===== src/design/pfpi_pkg.sv =====
// Shared constants and types for the parabolic peak finder.
`default_nettype none

package pfpi_pkg;

    // Fixed field widths
    localparam int SAMPLE_BITS    = 32;
    localparam int FRACTION_BITS  = 16;
    localparam int INDEX_BITS     = 12;
    localparam int POSITION_BITS  = 28;

    // Widest peak index that a job carries (array length up to 65536)
    localparam int JOB_INDEX_BITS = 16;

    // Defaults for top-level parameters
    localparam int MAX_LENGTH_DEFAULT  = 4096;
    localparam int QUEUE_DEPTH_DEFAULT = 2;

    // One finished array, handed from the front to the back
    typedef struct packed {
        logic signed [SAMPLE_BITS-1:0] peak;
        logic signed [SAMPLE_BITS-1:0] left;
        logic signed [SAMPLE_BITS-1:0] right;
        logic [JOB_INDEX_BITS-1:0]     index;
        logic                          interior;
    } job_t;

endpackage

`default_nettype wire


===== src/design/pfpi_front.sv =====
// Front part: running argmax with neighbor capture, emits one job per array.
`default_nettype none

module pfpi_front
    import pfpi_pkg::*;
#(
    parameter int MAX_LENGTH = MAX_LENGTH_DEFAULT
) (
    input  wire logic                          clk,
    input  wire logic                          rst_n,
    input  wire logic                          sample_valid,
    output logic                               sample_ready,
    input  wire logic signed [SAMPLE_BITS-1:0] sample,
    input  wire logic                          last,
    input  wire logic                          q_full,
    output logic                               q_push,
    output job_t                               q_job
);

    localparam int CW = $clog2(MAX_LENGTH + 1);
    localparam int PW = $clog2(MAX_LENGTH);

    logic signed [SAMPLE_BITS-1:0] best_value_reg, best_value_next;
    logic [PW-1:0]                 best_pos_reg, best_pos_next;
    logic signed [SAMPLE_BITS-1:0] left_reg, left_next;
    logic signed [SAMPLE_BITS-1:0] right_reg, right_next;
    logic                          pending_reg, pending_next;
    logic signed [SAMPLE_BITS-1:0] prev_reg, prev_next;
    logic [CW-1:0]                 count_reg, count_next;
    logic                          accept;

    // Stall only a marked sample that finds the queue full
    assign sample_ready = !(last && q_full);
    assign accept       = sample_valid && sample_ready;
    assign q_push       = accept && last;

    // Update the running peak and its neighbors
    always_comb
    begin
        best_value_next = best_value_reg;
        best_pos_next   = best_pos_reg;
        left_next       = left_reg;
        right_next      = right_reg;
        pending_next    = pending_reg;
        prev_next       = prev_reg;
        count_next      = count_reg;
        if (count_reg < CW'(MAX_LENGTH))
        begin
            if (count_reg == '0 || sample > best_value_reg)
            begin
                best_value_next = sample;
                best_pos_next   = count_reg[PW-1:0];
                left_next       = prev_reg;
                pending_next    = 1'b1;
            end
            else if (pending_reg)
            begin
                right_next   = sample;
                pending_next = 1'b0;
            end
            prev_next  = sample;
            count_next = count_reg + CW'(1);
        end
    end

    // Build the job from the state as it stands after this sample
    always_comb
    begin
        q_job.peak     = best_value_next;
        q_job.left     = left_next;
        q_job.right    = right_next;
        q_job.index    = JOB_INDEX_BITS'(best_pos_next);
        q_job.interior = (best_pos_next != '0) && !pending_next;
    end

    // Advance on each transfer, clear after the marked sample
    always_ff @(posedge clk or negedge rst_n)
    begin
        if (!rst_n)
        begin
            best_value_reg <= '0;
            best_pos_reg   <= '0;
            left_reg       <= '0;
            right_reg      <= '0;
            pending_reg    <= 1'b0;
            prev_reg       <= '0;
            count_reg      <= '0;
        end
        else if (accept)
        begin
            if (last)
            begin
                best_value_reg <= '0;
                best_pos_reg   <= '0;
                left_reg       <= '0;
                right_reg      <= '0;
                pending_reg    <= 1'b0;
                prev_reg       <= '0;
                count_reg      <= '0;
            end
            else
            begin
                best_value_reg <= best_value_next;
                best_pos_reg   <= best_pos_next;
                left_reg       <= left_next;
                right_reg      <= right_next;
                pending_reg    <= pending_next;
                prev_reg       <= prev_next;
                count_reg      <= count_next;
            end
        end
    end

endmodule

`default_nettype wire


===== src/design/pfpi_queue.sv =====
// Small job queue between the front and the back parts.
`default_nettype none

module pfpi_queue
    import pfpi_pkg::*;
#(
    parameter int DEPTH = QUEUE_DEPTH_DEFAULT
) (
    input  wire logic clk,
    input  wire logic rst_n,
    input  wire logic push,
    input  wire job_t push_job,
    output logic      full,
    input  wire logic pop,
    output logic      not_empty,
    output job_t      pop_job
);

    localparam int AW = (DEPTH > 1) ? $clog2(DEPTH) : 1;
    localparam int NW = $clog2(DEPTH + 1);

    job_t          entry_reg [DEPTH];
    logic [AW-1:0] wr_ptr_reg;
    logic [AW-1:0] rd_ptr_reg;
    logic [NW-1:0] fill_reg;

    assign full      = (fill_reg == NW'(DEPTH));
    assign not_empty = (fill_reg != '0);
    assign pop_job   = entry_reg[rd_ptr_reg];

    // Store the pushed job
    always_ff @(posedge clk)
    begin
        if (push)
        begin
            entry_reg[wr_ptr_reg] <= push_job;
        end
    end

    // Advance the pointers and the fill count
    always_ff @(posedge clk or negedge rst_n)
    begin
        if (!rst_n)
        begin
            wr_ptr_reg <= '0;
            rd_ptr_reg <= '0;
            fill_reg   <= '0;
        end
        else
        begin
            if (push)
            begin
                wr_ptr_reg <= (wr_ptr_reg == AW'(DEPTH - 1)) ? '0 : wr_ptr_reg + AW'(1);
            end
            if (pop)
            begin
                rd_ptr_reg <= (rd_ptr_reg == AW'(DEPTH - 1)) ? '0 : rd_ptr_reg + AW'(1);
            end
            if (push && !pop)
            begin
                fill_reg <= fill_reg + NW'(1);
            end
            else if (pop && !push)
            begin
                fill_reg <= fill_reg - NW'(1);
            end
        end
    end

    a_no_overflow: assert property (@(posedge clk) disable iff (!rst_n)
        full |-> !push)
        else $error("job queue pushed while full");

    a_no_underflow: assert property (@(posedge clk) disable iff (!rst_n)
        pop |-> not_empty)
        else $error("job queue popped while empty");

endmodule

`default_nettype wire


===== src/design/pfpi_back.sv =====
// Back part: parabolic offset by restoring division, and the result register.
`default_nettype none

module pfpi_back
    import pfpi_pkg::*;
(
    input  wire logic                      clk,
    input  wire logic                      rst_n,
    input  wire logic                      q_not_empty,
    input  wire job_t                      q_job,
    output logic                           q_pop,
    output logic                           result_valid,
    input  wire logic                      result_ready,
    output logic [POSITION_BITS-1:0]       peak_position,
    output logic [INDEX_BITS-1:0]          peak_index,
    output logic                           interpolated
);

    localparam int SB = SAMPLE_BITS;
    localparam int F  = FRACTION_BITS;
    localparam int DW = SB + 2;
    localparam int KW = (F > 1) ? $clog2(F) : 1;

    localparam logic [2:0] ST_IDLE = 3'd0;
    localparam logic [2:0] ST_PREP = 3'd1;
    localparam logic [2:0] ST_DIV  = 3'd2;
    localparam logic [2:0] ST_FIN  = 3'd3;
    localparam logic [2:0] ST_DONE = 3'd4;

    logic [2:0]                state_reg, state_next;
    logic [SB-1:0]             p_reg, p_next;
    logic [SB-1:0]             q_reg, q_next;
    logic [JOB_INDEX_BITS-1:0] pos_reg, pos_next;
    logic [DW-1:0]             den_reg, den_next;
    logic [DW-1:0]             rem_reg, rem_next;
    logic                      neg_reg, neg_next;
    logic [F-1:0]              quot_reg, quot_next;
    logic [KW-1:0]             step_reg, step_next;
    logic [POSITION_BITS-1:0]  res_pos_reg, res_pos_next;
    logic                      res_interp_reg, res_interp_next;
    logic                      out_valid_reg;
    logic [POSITION_BITS-1:0]  out_pos_reg;
    logic [INDEX_BITS-1:0]     out_idx_reg;
    logic                      out_interp_reg;
    logic                      out_load;

    logic [SB:0]               diff_p;
    logic [SB:0]               diff_q;
    logic [SB:0]               sum_pq;
    logic [DW:0]               rem_shift;
    logic [F:0]                offset;
    logic [POSITION_BITS-1:0]  base_pos;

    assign q_pop    = (state_reg == ST_IDLE) && q_not_empty;
    assign out_load = (state_reg == ST_DONE) && (!out_valid_reg || result_ready);

    // Distances from the peak down to its neighbors, both nonnegative
    assign diff_p = {q_job.peak[SB-1], q_job.peak} - {q_job.left[SB-1], q_job.left};
    assign diff_q = {q_job.peak[SB-1], q_job.peak} - {q_job.right[SB-1], q_job.right};
    assign sum_pq = {1'b0, p_reg} + {1'b0, q_reg};

    assign rem_shift = {rem_reg, 1'b0};
    assign base_pos  = POSITION_BITS'(pos_reg) << F;

    // Floor of the signed quotient: -x-1 is ~x, -x is ~x+1
    assign offset = neg_reg ? (~{1'b0, quot_reg} + (F+1)'(rem_reg == '0))
                            : {1'b0, quot_reg};

    // Sequence one job through setup, division and result; an edge peak or a zero denominator skips the division
    always_comb
    begin
        state_next      = state_reg;
        p_next          = p_reg;
        q_next          = q_reg;
        pos_next        = pos_reg;
        den_next        = den_reg;
        rem_next        = rem_reg;
        neg_next        = neg_reg;
        quot_next       = quot_reg;
        step_next       = step_reg;
        res_pos_next    = res_pos_reg;
        res_interp_next = res_interp_reg;
        unique case (state_reg)
            ST_IDLE:
            begin
                if (q_not_empty)
                begin
                    p_next   = diff_p[SB-1:0];
                    q_next   = diff_q[SB-1:0];
                    pos_next = q_job.index;
                    if (q_job.interior)
                    begin
                        state_next = ST_PREP;
                    end
                    else
                    begin
                        res_pos_next    = POSITION_BITS'(q_job.index) << F;
                        res_interp_next = 1'b0;
                        state_next      = ST_DONE;
                    end
                end
            end
            ST_PREP:
            begin
                den_next  = {sum_pq, 1'b0};
                neg_next  = q_reg > p_reg;
                rem_next  = (q_reg > p_reg) ? DW'(q_reg - p_reg) : DW'(p_reg - q_reg);
                quot_next = '0;
                step_next = '0;
                if (sum_pq == '0)
                begin
                    res_pos_next    = base_pos;
                    res_interp_next = 1'b0;
                    state_next      = ST_DONE;
                end
                else
                begin
                    state_next = ST_DIV;
                end
            end
            ST_DIV:
            begin
                if (rem_shift >= {1'b0, den_reg})
                begin
                    rem_next  = DW'(rem_shift - {1'b0, den_reg});
                    quot_next = {quot_reg[F-2:0], 1'b1};
                end
                else
                begin
                    rem_next  = rem_shift[DW-1:0];
                    quot_next = {quot_reg[F-2:0], 1'b0};
                end
                step_next = step_reg + KW'(1);
                if (step_reg == KW'(F - 1))
                begin
                    state_next = ST_FIN;
                end
            end
            ST_FIN:
            begin
                res_pos_next    = base_pos
                                  + {{(POSITION_BITS - F - 1){offset[F]}}, offset};
                res_interp_next = 1'b1;
                state_next      = ST_DONE;
            end
            ST_DONE:
            begin
                if (out_load)
                begin
                    state_next = ST_IDLE;
                end
            end
            default:
            begin
                state_next = ST_IDLE;
            end
        endcase
    end

    // Hold the working registers
    always_ff @(posedge clk)
    begin
        p_reg          <= p_next;
        q_reg          <= q_next;
        pos_reg        <= pos_next;
        den_reg        <= den_next;
        rem_reg        <= rem_next;
        neg_reg        <= neg_next;
        quot_reg       <= quot_next;
        res_pos_reg    <= res_pos_next;
        res_interp_reg <= res_interp_next;
        if (out_load)
        begin
            out_pos_reg    <= res_pos_reg;
            out_idx_reg    <= INDEX_BITS'(pos_reg);
            out_interp_reg <= res_interp_reg;
        end
    end

    // Advance the sequencer and the output valid
    always_ff @(posedge clk or negedge rst_n)
    begin
        if (!rst_n)
        begin
            state_reg     <= ST_IDLE;
            step_reg      <= '0;
            out_valid_reg <= 1'b0;
        end
        else
        begin
            state_reg <= state_next;
            step_reg  <= step_next;
            if (out_load)
            begin
                out_valid_reg <= 1'b1;
            end
            else if (result_ready)
            begin
                out_valid_reg <= 1'b0;
            end
        end
    end

    assign result_valid  = out_valid_reg;
    assign peak_position = out_pos_reg;
    assign peak_index    = out_idx_reg;
    assign interpolated  = out_interp_reg;

    a_step_bound: assert property (@(posedge clk) disable iff (!rst_n)
        state_reg == ST_DIV |-> step_reg <= KW'(F - 1))
        else $error("division step counter out of range");

    a_rem_below_den: assert property (@(posedge clk) disable iff (!rst_n)
        state_reg == ST_DIV |-> rem_reg < den_reg)
        else $error("partial remainder not below the denominator");

endmodule

`default_nettype wire


===== src/design/peak_find_parabolic_interp.sv =====
// Top level of the parabolic peak finder.
//
// Samples stream in one per cycle, with the last of each array marked. The
// front tracks the first largest sample and its neighbors and hands a job to
// a queue of QUEUE_DEPTH entries on each marked sample; only a marked sample
// that meets a full queue is stalled. The back works one job at a time. A
// job with an interior peak is loaded, set up, put through a restoring
// division of FRACTION_BITS (16) quotient bits and finished, and its result
// is moved into the output register. A job with the peak at an edge is
// loaded and its result moved into the output register. Both wait while the
// output register is still full. The front takes in the next array while
// the back still works on earlier jobs. The result is the peak index in
// unsigned fixed point with 16 fraction bits, with the parabolic offset added
// when the peak lies strictly inside the array. Samples past MAX_LENGTH in
// one array are ignored until the marked one.
`default_nettype none

module peak_find_parabolic_interp
    import pfpi_pkg::*;
#(
    parameter int MAX_LENGTH  = MAX_LENGTH_DEFAULT,
    parameter int QUEUE_DEPTH = QUEUE_DEPTH_DEFAULT
) (
    input  wire logic                          clk,
    input  wire logic                          rst_n,
    input  wire logic                          sample_valid,
    output logic                               sample_ready,
    input  wire logic signed [SAMPLE_BITS-1:0] sample,
    input  wire logic                          last,
    output logic                               result_valid,
    input  wire logic                          result_ready,
    output logic [POSITION_BITS-1:0]           peak_position,
    output logic [INDEX_BITS-1:0]              peak_index,
    output logic                               interpolated
);

    logic q_full;
    logic q_push;
    logic q_pop;
    logic q_not_empty;
    job_t push_job;
    job_t pop_job;

    pfpi_front #(
        .MAX_LENGTH (MAX_LENGTH)
    ) u_front (
        .clk          (clk),
        .rst_n        (rst_n),
        .sample_valid (sample_valid),
        .sample_ready (sample_ready),
        .sample       (sample),
        .last         (last),
        .q_full       (q_full),
        .q_push       (q_push),
        .q_job        (push_job)
    );

    pfpi_queue #(
        .DEPTH (QUEUE_DEPTH)
    ) u_queue (
        .clk       (clk),
        .rst_n     (rst_n),
        .push      (q_push),
        .push_job  (push_job),
        .full      (q_full),
        .pop       (q_pop),
        .not_empty (q_not_empty),
        .pop_job   (pop_job)
    );

    pfpi_back u_back (
        .clk           (clk),
        .rst_n         (rst_n),
        .q_not_empty   (q_not_empty),
        .q_job         (pop_job),
        .q_pop         (q_pop),
        .result_valid  (result_valid),
        .result_ready  (result_ready),
        .peak_position (peak_position),
        .peak_index    (peak_index),
        .interpolated  (interpolated)
    );

endmodule

`default_nettype wire


===== config.mk =====
export PLATFORM = sky130hd
export DESIGN_NAME = peak_find_parabolic_interp
export DESIGN_NICKNAME = d
export VERILOG_FILES = /design/src/design/pfpi_pkg.sv /design/src/design/pfpi_front.sv /design/src/design/pfpi_queue.sv /design/src/design/pfpi_back.sv /design/src/design/peak_find_parabolic_interp.sv
export SDC_FILE = /design/constraint.sdc
export NUM_CORES = 1
export LEC_CHECK = 0
export BUFFER_PORTS_ARGS = -buffer_cell sky130_fd_sc_hd__buf_2
export CORE_UTILIZATION = 58
export CTS_CLUSTER_SIZE = 8
export DETAILED_ROUTE_END_ITERATION = 10
export PLACE_DENSITY = 0.78
export SLEW_MARGIN = 20
export SYNTH_ARGS = -nofsm -noshare
export SYNTH_HDL_FRONTEND = slang
export SYNTH_SLANG_ARGS = --single-unit

===== constraint.sdc =====
create_clock -name clk -period 9.88 [get_ports clk]
set_input_delay 0.988 -clock clk [delete_from_list [all_inputs] [get_ports clk]]
set_output_delay 0.988 -clock clk [all_outputs]
set_load 0.1 [all_outputs]

==> metrics.json, run 1 <==
{
  "final_layout": {
    "layout_commonest_cell": "sky130_fd_sc_hd__edfxtp_1",
    "multiInputGateArea_um2": 17110,
    "final_cell_mix": "448 x sky130_fd_sc_hd__edfxtp_1, 240 x sky130_fd_sc_hd__a21oi_1, 240 x sky130_fd_sc_hd__ha_1",
    "layout-area-overhead-vs-synth_pct": 10.35,
    "fin_nets": 3653,
    "seqCellArea_um2": 17610,
    "antenna_cells_inserted": 0,
    "filler_cell_count": 4668,
    "number_of_flip_flops_in_the_largest_register": 218,
    "layout-drive-gt1-share": 0.1217
  },
  "global_route": {
    "antenna_found_initial": 1,
    "grt_total_ovfl": 0,
    "grtUsageTotal": 0.2796,
    "grt_start_max_net_pins": 116,
    "wire_length_of_the_first_global_routing_pass_um": 140300,
    "vias_in_the_first_global_route": 26024
  },
  "die": {
    "floorplan.rows": 91,
    "fp.dieW_um": 251.2,
    "ioPinCount": 80,
    "die_area_um2": 63120,
    "die_height_um": 251.2,
    "core_area_um2": 61600,
    "initial_utilization": 0.5849
  },
  "worst_setup_path": {
    "rr_endpoint": "u_back.res_pos_reg[27]$_DFFE_PP_",
    "worst-path-max-fanout": 12,
    "reg2regPathDepth": 23,
    "timing.reg2reg.setup_slack_ns": 3.34,
    "required_worst_endpoint_ns": 10.24,
    "crit-reg2reg-launch": "u_back.rem_reg[24]$_DFFE_PP_",
    "crit_path_start_kind": "flip-flop",
    "worst_setup_path_end_kind": "flip-flop",
    "worstPathArrival_ns": 6.90,
    "timing_worst_setup_path_type": "reg -> reg"
  },
  "yosys": {
    "yosys.cell_types.count": 100,
    "async_flop_share": 0.2704,
    "syn-mean-instance-area_um2": 10.85,
    "synth.net_count": 3604,
    "seq_area_frac_synth": 0.4887,
    "synth_edf_count": 448,
    "synthesis.instances": 3320,
    "ys_dominant_reg_cell": "sky130_fd_sc_hd__edfxtp_1",
    "synth-warning-count": 0,
    "synthesized_cell_area_um2": 36030,
    "number_of_synthesized_register_bits": 614
  },
  "outcome": {
    "status": "complete, no violations"
  },
  "clock_network": {
    "postCtsSetupRepairBufs": 0,
    "number_of_cts_inserted_buffers": 87,
    "cts_hold_repair.buffers": 0,
    "clkTransAtPathRegs_ns": 0.05,
    "cts_tree": "done",
    "clock_sinks": 614,
    "clock_latency_ns": 0.64,
    "cts_resized": 0,
    "clk_root_buffer_cell": "sky130_fd_sc_hd__clkbuf_16",
    "cts_htree_levels": 3,
    "clockBufferDepth": 3
  },
  "sta": {
    "setup-violations-final": 0,
    "grt_setup_unrepaired": "false",
    "achievable-frequency_ghz": 0.1528,
    "final-hold-violation-count": 0,
    "post-route-min-period_ns": 6.544,
    "final-max-slew-violation-count": 0,
    "worst_slew_margin_rel": 0.2796,
    "tns_ns": 0,
    "worst-slew-pin-transition_ns": 1.081,
    "final.period_utilization": 0.6623,
    "finClkSkew_ns": 0.02806,
    "fin_hold_ws_ns": 0.3238
  },
  "drt": {
    "route.vias.total": 26526,
    "drt_drc_violations_left": 0,
    "ant_nets": 0,
    "detailedRoute.firstIterationViolations": 2523,
    "routed_wire_length_per_instance_um": 20.80,
    "totalWireLength_um": 88870,
    "first_pass_iters": 6,
    "post_drt_via_cell_ratio": 6.209
  },
  "placement": {
    "placement.io_buffers": 79,
    "gpl.final_weighted_congestion": 0.9573,
    "place.detailed.hpwl_um": 62600
  },
  "flow_run": {
    "drv.max_cap_violation_count": 0
  },
  "min_path": {
    "hold_path_class": "in -> async"
  }
}
==> synth_stat cells (all sizes together) (9+ instances only) <==
library cell	count	area, um^2
edfxtp	448	13450
a21oi	241	1206
ha	240	3003
inv	218	818.3
o21ai	216	1085
nand2	207	782.0
nor2	200	760.7
dfrtp	166	4154
mux2	152	1712
xnor2	112	980.9
clkbuf	103	386.6
a22oi	100	750.7
mux2i	85	850.8
a21o	72	540.5
nor3	59	305.3
xor2	55	481.7
a22o	44	385.4
nand4	43	275.3
buf	39	195.2
o21bai	39	300.3
a211oi	36	275.3
nand3	35	180.2
nor2b	34	215.2
nand2b	32	207.7
o21a	30	225.2
a31oi	28	190.2
and2	23	143.9
nor4	23	143.9
o22ai	23	143.9
or3	21	136.4
o31ai	18	158.9
and3	16	100.1
or2	14	90.09
a21boi	10	75.07
o41ai	9	78.83
or4	9	71.32
==> area by class of cell <==
cell class	count	area share
sequential	614	0.4429
multi-input combinational	2342	0.4304
clock buffer	147	0.06096
tap	837	0.02634
inverter	222	0.02096
timing repair buffer	102	0.01476
clock inverter	8	0.003650
==> kinds of logic (layout without fill, tap and decap cells) <==
family,count (synthesis),after routing,synth area share
compound gates,947,947,0.1717
xor+xnor,167,167,0.04059
fa+ha+maj,247,247,0.08723
buf+inv,364,479,0.03927
flops,614,614,0.4887
mux,237,237,0.07112
simple gates,744,744,0.1014
==> critical path: stages (launching register included) <==
cell,delay (ns)
sky130_fd_sc_hd__edfxtp_1,0.41
sky130_fd_sc_hd__nor4_1,0.59
sky130_fd_sc_hd__and4_1,0.34
sky130_fd_sc_hd__nand4_1,0.10
sky130_fd_sc_hd__nor4_1,0.47
sky130_fd_sc_hd__ha_1,0.29
sky130_fd_sc_hd__ha_1,0.17
sky130_fd_sc_hd__nand2_1,0.07
sky130_fd_sc_hd__or3_1,0.38
sky130_fd_sc_hd__o21a_1,0.23
sky130_fd_sc_hd__a21oi_1,0.41
sky130_fd_sc_hd__inv_1,0.36
sky130_fd_sc_hd__ha_1,0.37
sky130_fd_sc_hd__a21o_1,0.16
sky130_fd_sc_hd__a21oi_1,0.21
sky130_fd_sc_hd__o21ai_0,0.13
sky130_fd_sc_hd__a21oi_1,0.24
sky130_fd_sc_hd__nand2b_1,0.13
sky130_fd_sc_hd__a21boi_0,0.12
sky130_fd_sc_hd__o31a_1,0.29
sky130_fd_sc_hd__o41ai_1,0.34
sky130_fd_sc_hd__xnor2_1,0.22
sky130_fd_sc_hd__a21bo_2,0.18
sky130_fd_sc_hd__a31oi_1,0.07
==> worst max-delay path by stage <==
stage / end / start / slack [ns] / cells after the start
after floorplan: u_queue.entry_reg[0][0]$_DFFE_PP_ / last / 2.65 / 5
after global placement: u_back.res_pos_reg[27]$_DFFE_PP_ / u_back.rem_reg[24]$_DFFE_PP_ / 3.67 / 23
after detailed placement: u_back.res_pos_reg[27]$_DFFE_PP_ / u_back.rem_reg[24]$_DFFE_PP_ / 3.44 / 23
after CTS: u_back.res_pos_reg[26]$_DFFE_PP_ / u_back.rem_reg[24]$_DFFE_PP_ / 3.44 / 25
after global routing: u_back.res_pos_reg[26]$_DFFE_PP_ / u_back.rem_reg[24]$_DFFE_PP_ / 2.99 / 25
final: u_back.res_pos_reg[27]$_DFFE_PP_ / u_back.rem_reg[24]$_DFFE_PP_ / 3.34 / 23
==> through the flow <==
step                      setup slack (ns)  cell area, um^2  utilization  instances
after floorplan                      2.648            36040            -       3320
after global placement               3.667            37190       0.6037       4117
after detailed placement             3.442            37190       0.6038       4117
after CTS                            3.439            39760       0.6455       4272
after global routing                 2.990            39760       0.6455       4272
final                                3.336            39760       0.6455       4272
==> metal layers <==
metal,up-vias,share of wire,routed length [um],global-route usage
met5,-,0,0,0
met4,0,0.031,2763,0.1017
met3,165,0.060,5370,0.03645
met2,1037,0.47,41360,0.4459
met1,12926,0.44,39380,0.3927
li1,12398,-,-,-
Power of run 1 is left out: the tool's default activity adds up to more than one toggle a clock period on the data nets, which glitch-free logic cannot reach.
==> inputs of run 2 (changes only) <==
==> constraint.sdc (replaced) <==
create_clock -name clk -period 5.7 [get_ports clk]
set_input_delay 0.57 -clock clk [delete_from_list [all_inputs] [get_ports clk]]
set_output_delay 0.57 -clock clk [all_outputs]
set_load 0.1 [all_outputs]
==> run 2 against run 1 <==
  * Critical path depth is 2 higher
  * Clock-buffer cell count up 8
  * First-iteration DRC count fell by 8.0%
  * Non-clock buffer count grew 28
  * Die area stayed put
  * Via count grew 0.73%
==> metrics.json, run 2 (synthesized netlist as in run 1, its figures left out) <==
{
  "final_layout": {
    "number_of_flip_flops_in_the_largest_register": {"value": 218, "change": "unchanged"},
    "layout-drive-gt1-share": {"value": 0.1291, "change": "+0.007418"},
    "postLayoutCellArea": {"value": 40130, "unit": "um^2", "change": "+0.93%"},
    "layout_commonest_cell": "sky130_fd_sc_hd__edfxtp_1",
    "final_cell_mix": "448 x sky130_fd_sc_hd__edfxtp_1, 240 x sky130_fd_sc_hd__ha_1, 238 x sky130_fd_sc_hd__a21oi_1",
    "fin_nets": {"value": 3681, "change": "+0.77%"},
    "layout-area-overhead-vs-synth_pct": 11.38,
    "filler_cell_count": {"value": 4557, "change": "-2.4%"},
    "antenna_cells_inserted": {"value": 0, "change": "unchanged"}
  },
  "placement": {
    "post-place-ws": {"value": 0.1181, "unit": "ns", "change": "-3.324 ns"},
    "placement.io_buffers": {"value": 79, "change": "unchanged"},
    "gpl.final_weighted_congestion": {"value": 0.9621, "change": "+0.50%"},
    "detailed_place.area": {"value": 37470, "unit": "um^2", "change": "+0.75%"},
    "place.detailed.hpwl": {"value": 64430, "unit": "um", "change": "+2.9%"}
  },
  "sta": {
    "worst-slew-pin-transition": {"value": 1.157, "unit": "ns", "change": "+0.07620 ns"},
    "finClkSkew": {"value": 0.04273, "unit": "ns", "change": "+0.01467 ns"},
    "tns": {"value": 0, "unit": "ns", "change": "unchanged"},
    "setup-violations-final": {"value": 0, "change": "unchanged"},
    "final-hold-violation-count": {"value": 0, "change": "unchanged"},
    "final-max-slew-violation-count": {"value": 0, "change": "unchanged"},
    "achievable-frequency": {"value": 0.1860, "unit": "GHz", "change": "+22%"},
    "post-route-min-period": {"value": 5.376, "unit": "ns", "change": "-1.168 ns"},
    "worst_slew_margin_rel": {"value": 0.2288, "change": "-0.05080"},
    "final.period_utilization": {"value": 0.9431, "change": "+0.2808"},
    "layout_setup_ws": {"value": 0.3242, "unit": "ns", "change": "-3.012 ns"},
    "fin_hold_ws": {"value": 0.1654, "unit": "ns", "change": "-0.1584 ns"}
  },
  "clock_network": {
    "clock_sinks": {"value": 614, "change": "unchanged"},
    "cts_htree_levels": {"value": 3, "change": "unchanged"},
    "clock_latency": {"value": 0.65, "unit": "ns", "change": "about the same"},
    "number_of_cts_inserted_buffers": {"value": 87, "change": "unchanged"},
    "clockBufferDepth": {"value": 3, "change": "unchanged"},
    "clk_root_buffer_cell": "sky130_fd_sc_hd__clkbuf_16",
    "cts_tree": "done",
    "postCtsSetupRepairBufs": {"value": 0, "change": "unchanged"},
    "clkTransAtPathRegs": {"value": 0.05, "unit": "ns", "change": "about the same"}
  },
  "global_route": {
    "antenna_found_initial": {"value": 1, "change": "unchanged"},
    "vias_in_the_first_global_route": {"value": 26218, "change": "+0.75%"},
    "grt_total_ovfl": {"value": 0, "change": "unchanged"},
    "grt_start_max_net_pins": {"value": 138, "change": "+19%"},
    "wire_length_of_the_first_global_routing_pass": {"value": 143200, "unit": "um", "change": "+2.1%"},
    "grtUsageTotal": {"value": 0.2859, "change": "+0.006306"}
  },
  "drt": {
    "met2RoutedLength": {"value": 42990, "unit": "um", "change": "+3.9%"},
    "totalWireLength": {"value": 91350, "unit": "um", "change": "+2.8%"},
    "detailroute.wirelength.met3": {"value": 5448, "unit": "um", "change": "+1.5%"},
    "topRoutingLayerUsed": "met4",
    "routed_wire_length_per_instance": {"value": 21.21, "unit": "um", "change": "+2.0%"},
    "first_pass_iters": {"value": 5, "change": "-1"},
    "route.vias.total": {"value": 26719, "change": "+0.73%"},
    "post_drt_via_cell_ratio": {"value": 6.204, "change": "about the same"},
    "detailedRoute.firstIterationViolations": {"value": 2321, "change": "-8.0%"},
    "drt_drc_violations_left": {"value": 0, "change": "unchanged"},
    "ant_nets": {"value": 0, "change": "unchanged"},
    "drt-met1-wl": {"value": 40710, "unit": "um", "change": "+3.4%"}
  },
  "worst_setup_path": {
    "worst_setup_path_end_kind": "flip-flop",
    "worstPathArrival": {"value": 5.74, "unit": "ns", "change": "-1.16 ns"},
    "required_worst_endpoint": {"value": 6.07, "unit": "ns", "change": "-4.17 ns"},
    "worst-path-max-fanout": {"value": 4, "change": "-8"},
    "timing_worst_setup_path_type": "reg -> reg",
    "crit_path_start_kind": "flip-flop"
  },
  "die": {
    "ioPinCount": {"value": 80, "change": "unchanged"},
    "core_area": {"value": 61600, "unit": "um^2", "change": "unchanged"},
    "die_area": {"value": 63120, "unit": "um^2", "change": "unchanged"},
    "floorplan.rows": {"value": 91, "change": "unchanged"},
    "initial_utilization": {"value": 0.5849, "change": "unchanged"},
    "die_height": {"value": 251.2, "unit": "um", "change": "unchanged"},
    "fp.dieW": {"value": 251.2, "unit": "um", "change": "unchanged"}
  },
  "flow_run": {
    "drv.max_cap_violation_count": {"value": 0, "change": "unchanged"}
  },
  "min_path": {
    "hold_path_class": "in -> reg"
  },
  "outcome": {
    "status": "complete, no violations"
  }
}
-- run 2: worst paths after layout --
path	startpoint	to	slack (ns)	cells after the start
worst min-delay path	result_ready	u_back.result_valid$_DFFE_PN0P_	0.17	2
min in group asynchronous	rst_n	u_back.result_valid$_DFFE_PN0P_	0.40	2
worst max-delay path	u_back.rem_reg[33]$_DFFE_PP_	u_back.res_pos_reg[27]$_DFFE_PP_	0.32	25
max in group asynchronous	rst_n	u_front.prev_reg[0]$_DFFE_PN0P_	4.14	3
worst min register to register	u_back.res_pos_reg[12]$_DFFE_PP_	u_back.peak_position[12]$_DFFE_PP_	0.42	0
worst max register to register	u_back.rem_reg[33]$_DFFE_PP_	u_back.res_pos_reg[27]$_DFFE_PP_	0.32	25
-- run 2: worst max-delay path: stages (launching register included) --
cell and delay [ns]:
sky130_fd_sc_hd__edfxtp_1 0.42, sky130_fd_sc_hd__nor4_2 0.32, sky130_fd_sc_hd__buf_4 0.17, sky130_fd_sc_hd__and4_1 0.22, sky130_fd_sc_hd__nand4_1 0.12, sky130_fd_sc_hd__nor4_2 0.17, sky130_fd_sc_hd__buf_4 0.17, sky130_fd_sc_hd__ha_1 0.17
sky130_fd_sc_hd__ha_1 0.18, sky130_fd_sc_hd__nand2_1 0.07, sky130_fd_sc_hd__or3_1 0.32, sky130_fd_sc_hd__o21a_1 0.20, sky130_fd_sc_hd__a21oi_2 0.19, sky130_fd_sc_hd__inv_1 0.14, sky130_fd_sc_hd__ha_1 0.30, sky130_fd_sc_hd__a21o_1 0.17
sky130_fd_sc_hd__a21oi_1 0.18, sky130_fd_sc_hd__o21ai_0 0.11, sky130_fd_sc_hd__a21oi_1 0.20, sky130_fd_sc_hd__nand2b_1 0.13, sky130_fd_sc_hd__a21boi_0 0.10, sky130_fd_sc_hd__o31a_1 0.30, sky130_fd_sc_hd__o41ai_2 0.27, sky130_fd_sc_hd__xnor2_1 0.22
sky130_fd_sc_hd__a21bo_2 0.19, sky130_fd_sc_hd__a31oi_1 0.09
-- run 2: repair_timing --
item / CTS / global route
hold buffers: 1 / 0
resized for setup: 0 / 8
endpoints found under the hold margin: 29 / 0
setup endpoints to repair: 0 / 3
-- run 2: cell type report --
class	instances	area (um^2)	area share
tap	837	1047	0.02610
sequential	614	17610	0.4388
timing repair buffer	130	887.1	0.02211
inverter	222	833.3	0.02076
clock inverter	7	168.9	0.004209
multi-input combinational	2342	17130	0.4269
clock buffer	155	2454	0.06114
-- run 2: metal layers --
metal,GRT usage,up-vias
li1,-,12467
met3,0.03355,150
met1,0.4033,13086
met4,0.08763,0
met5,0,-
met2,0.4643,1016
-- run 2: through the flow --
step                      cells    util
after global routing       4307  0.6515
after CTS                  4307  0.6511
after detailed placement   4144  0.6083
after floorplan            3320       -
final                      4307  0.6515
after global placement     4144  0.6083
Power of run 2 is left out for the same reason.
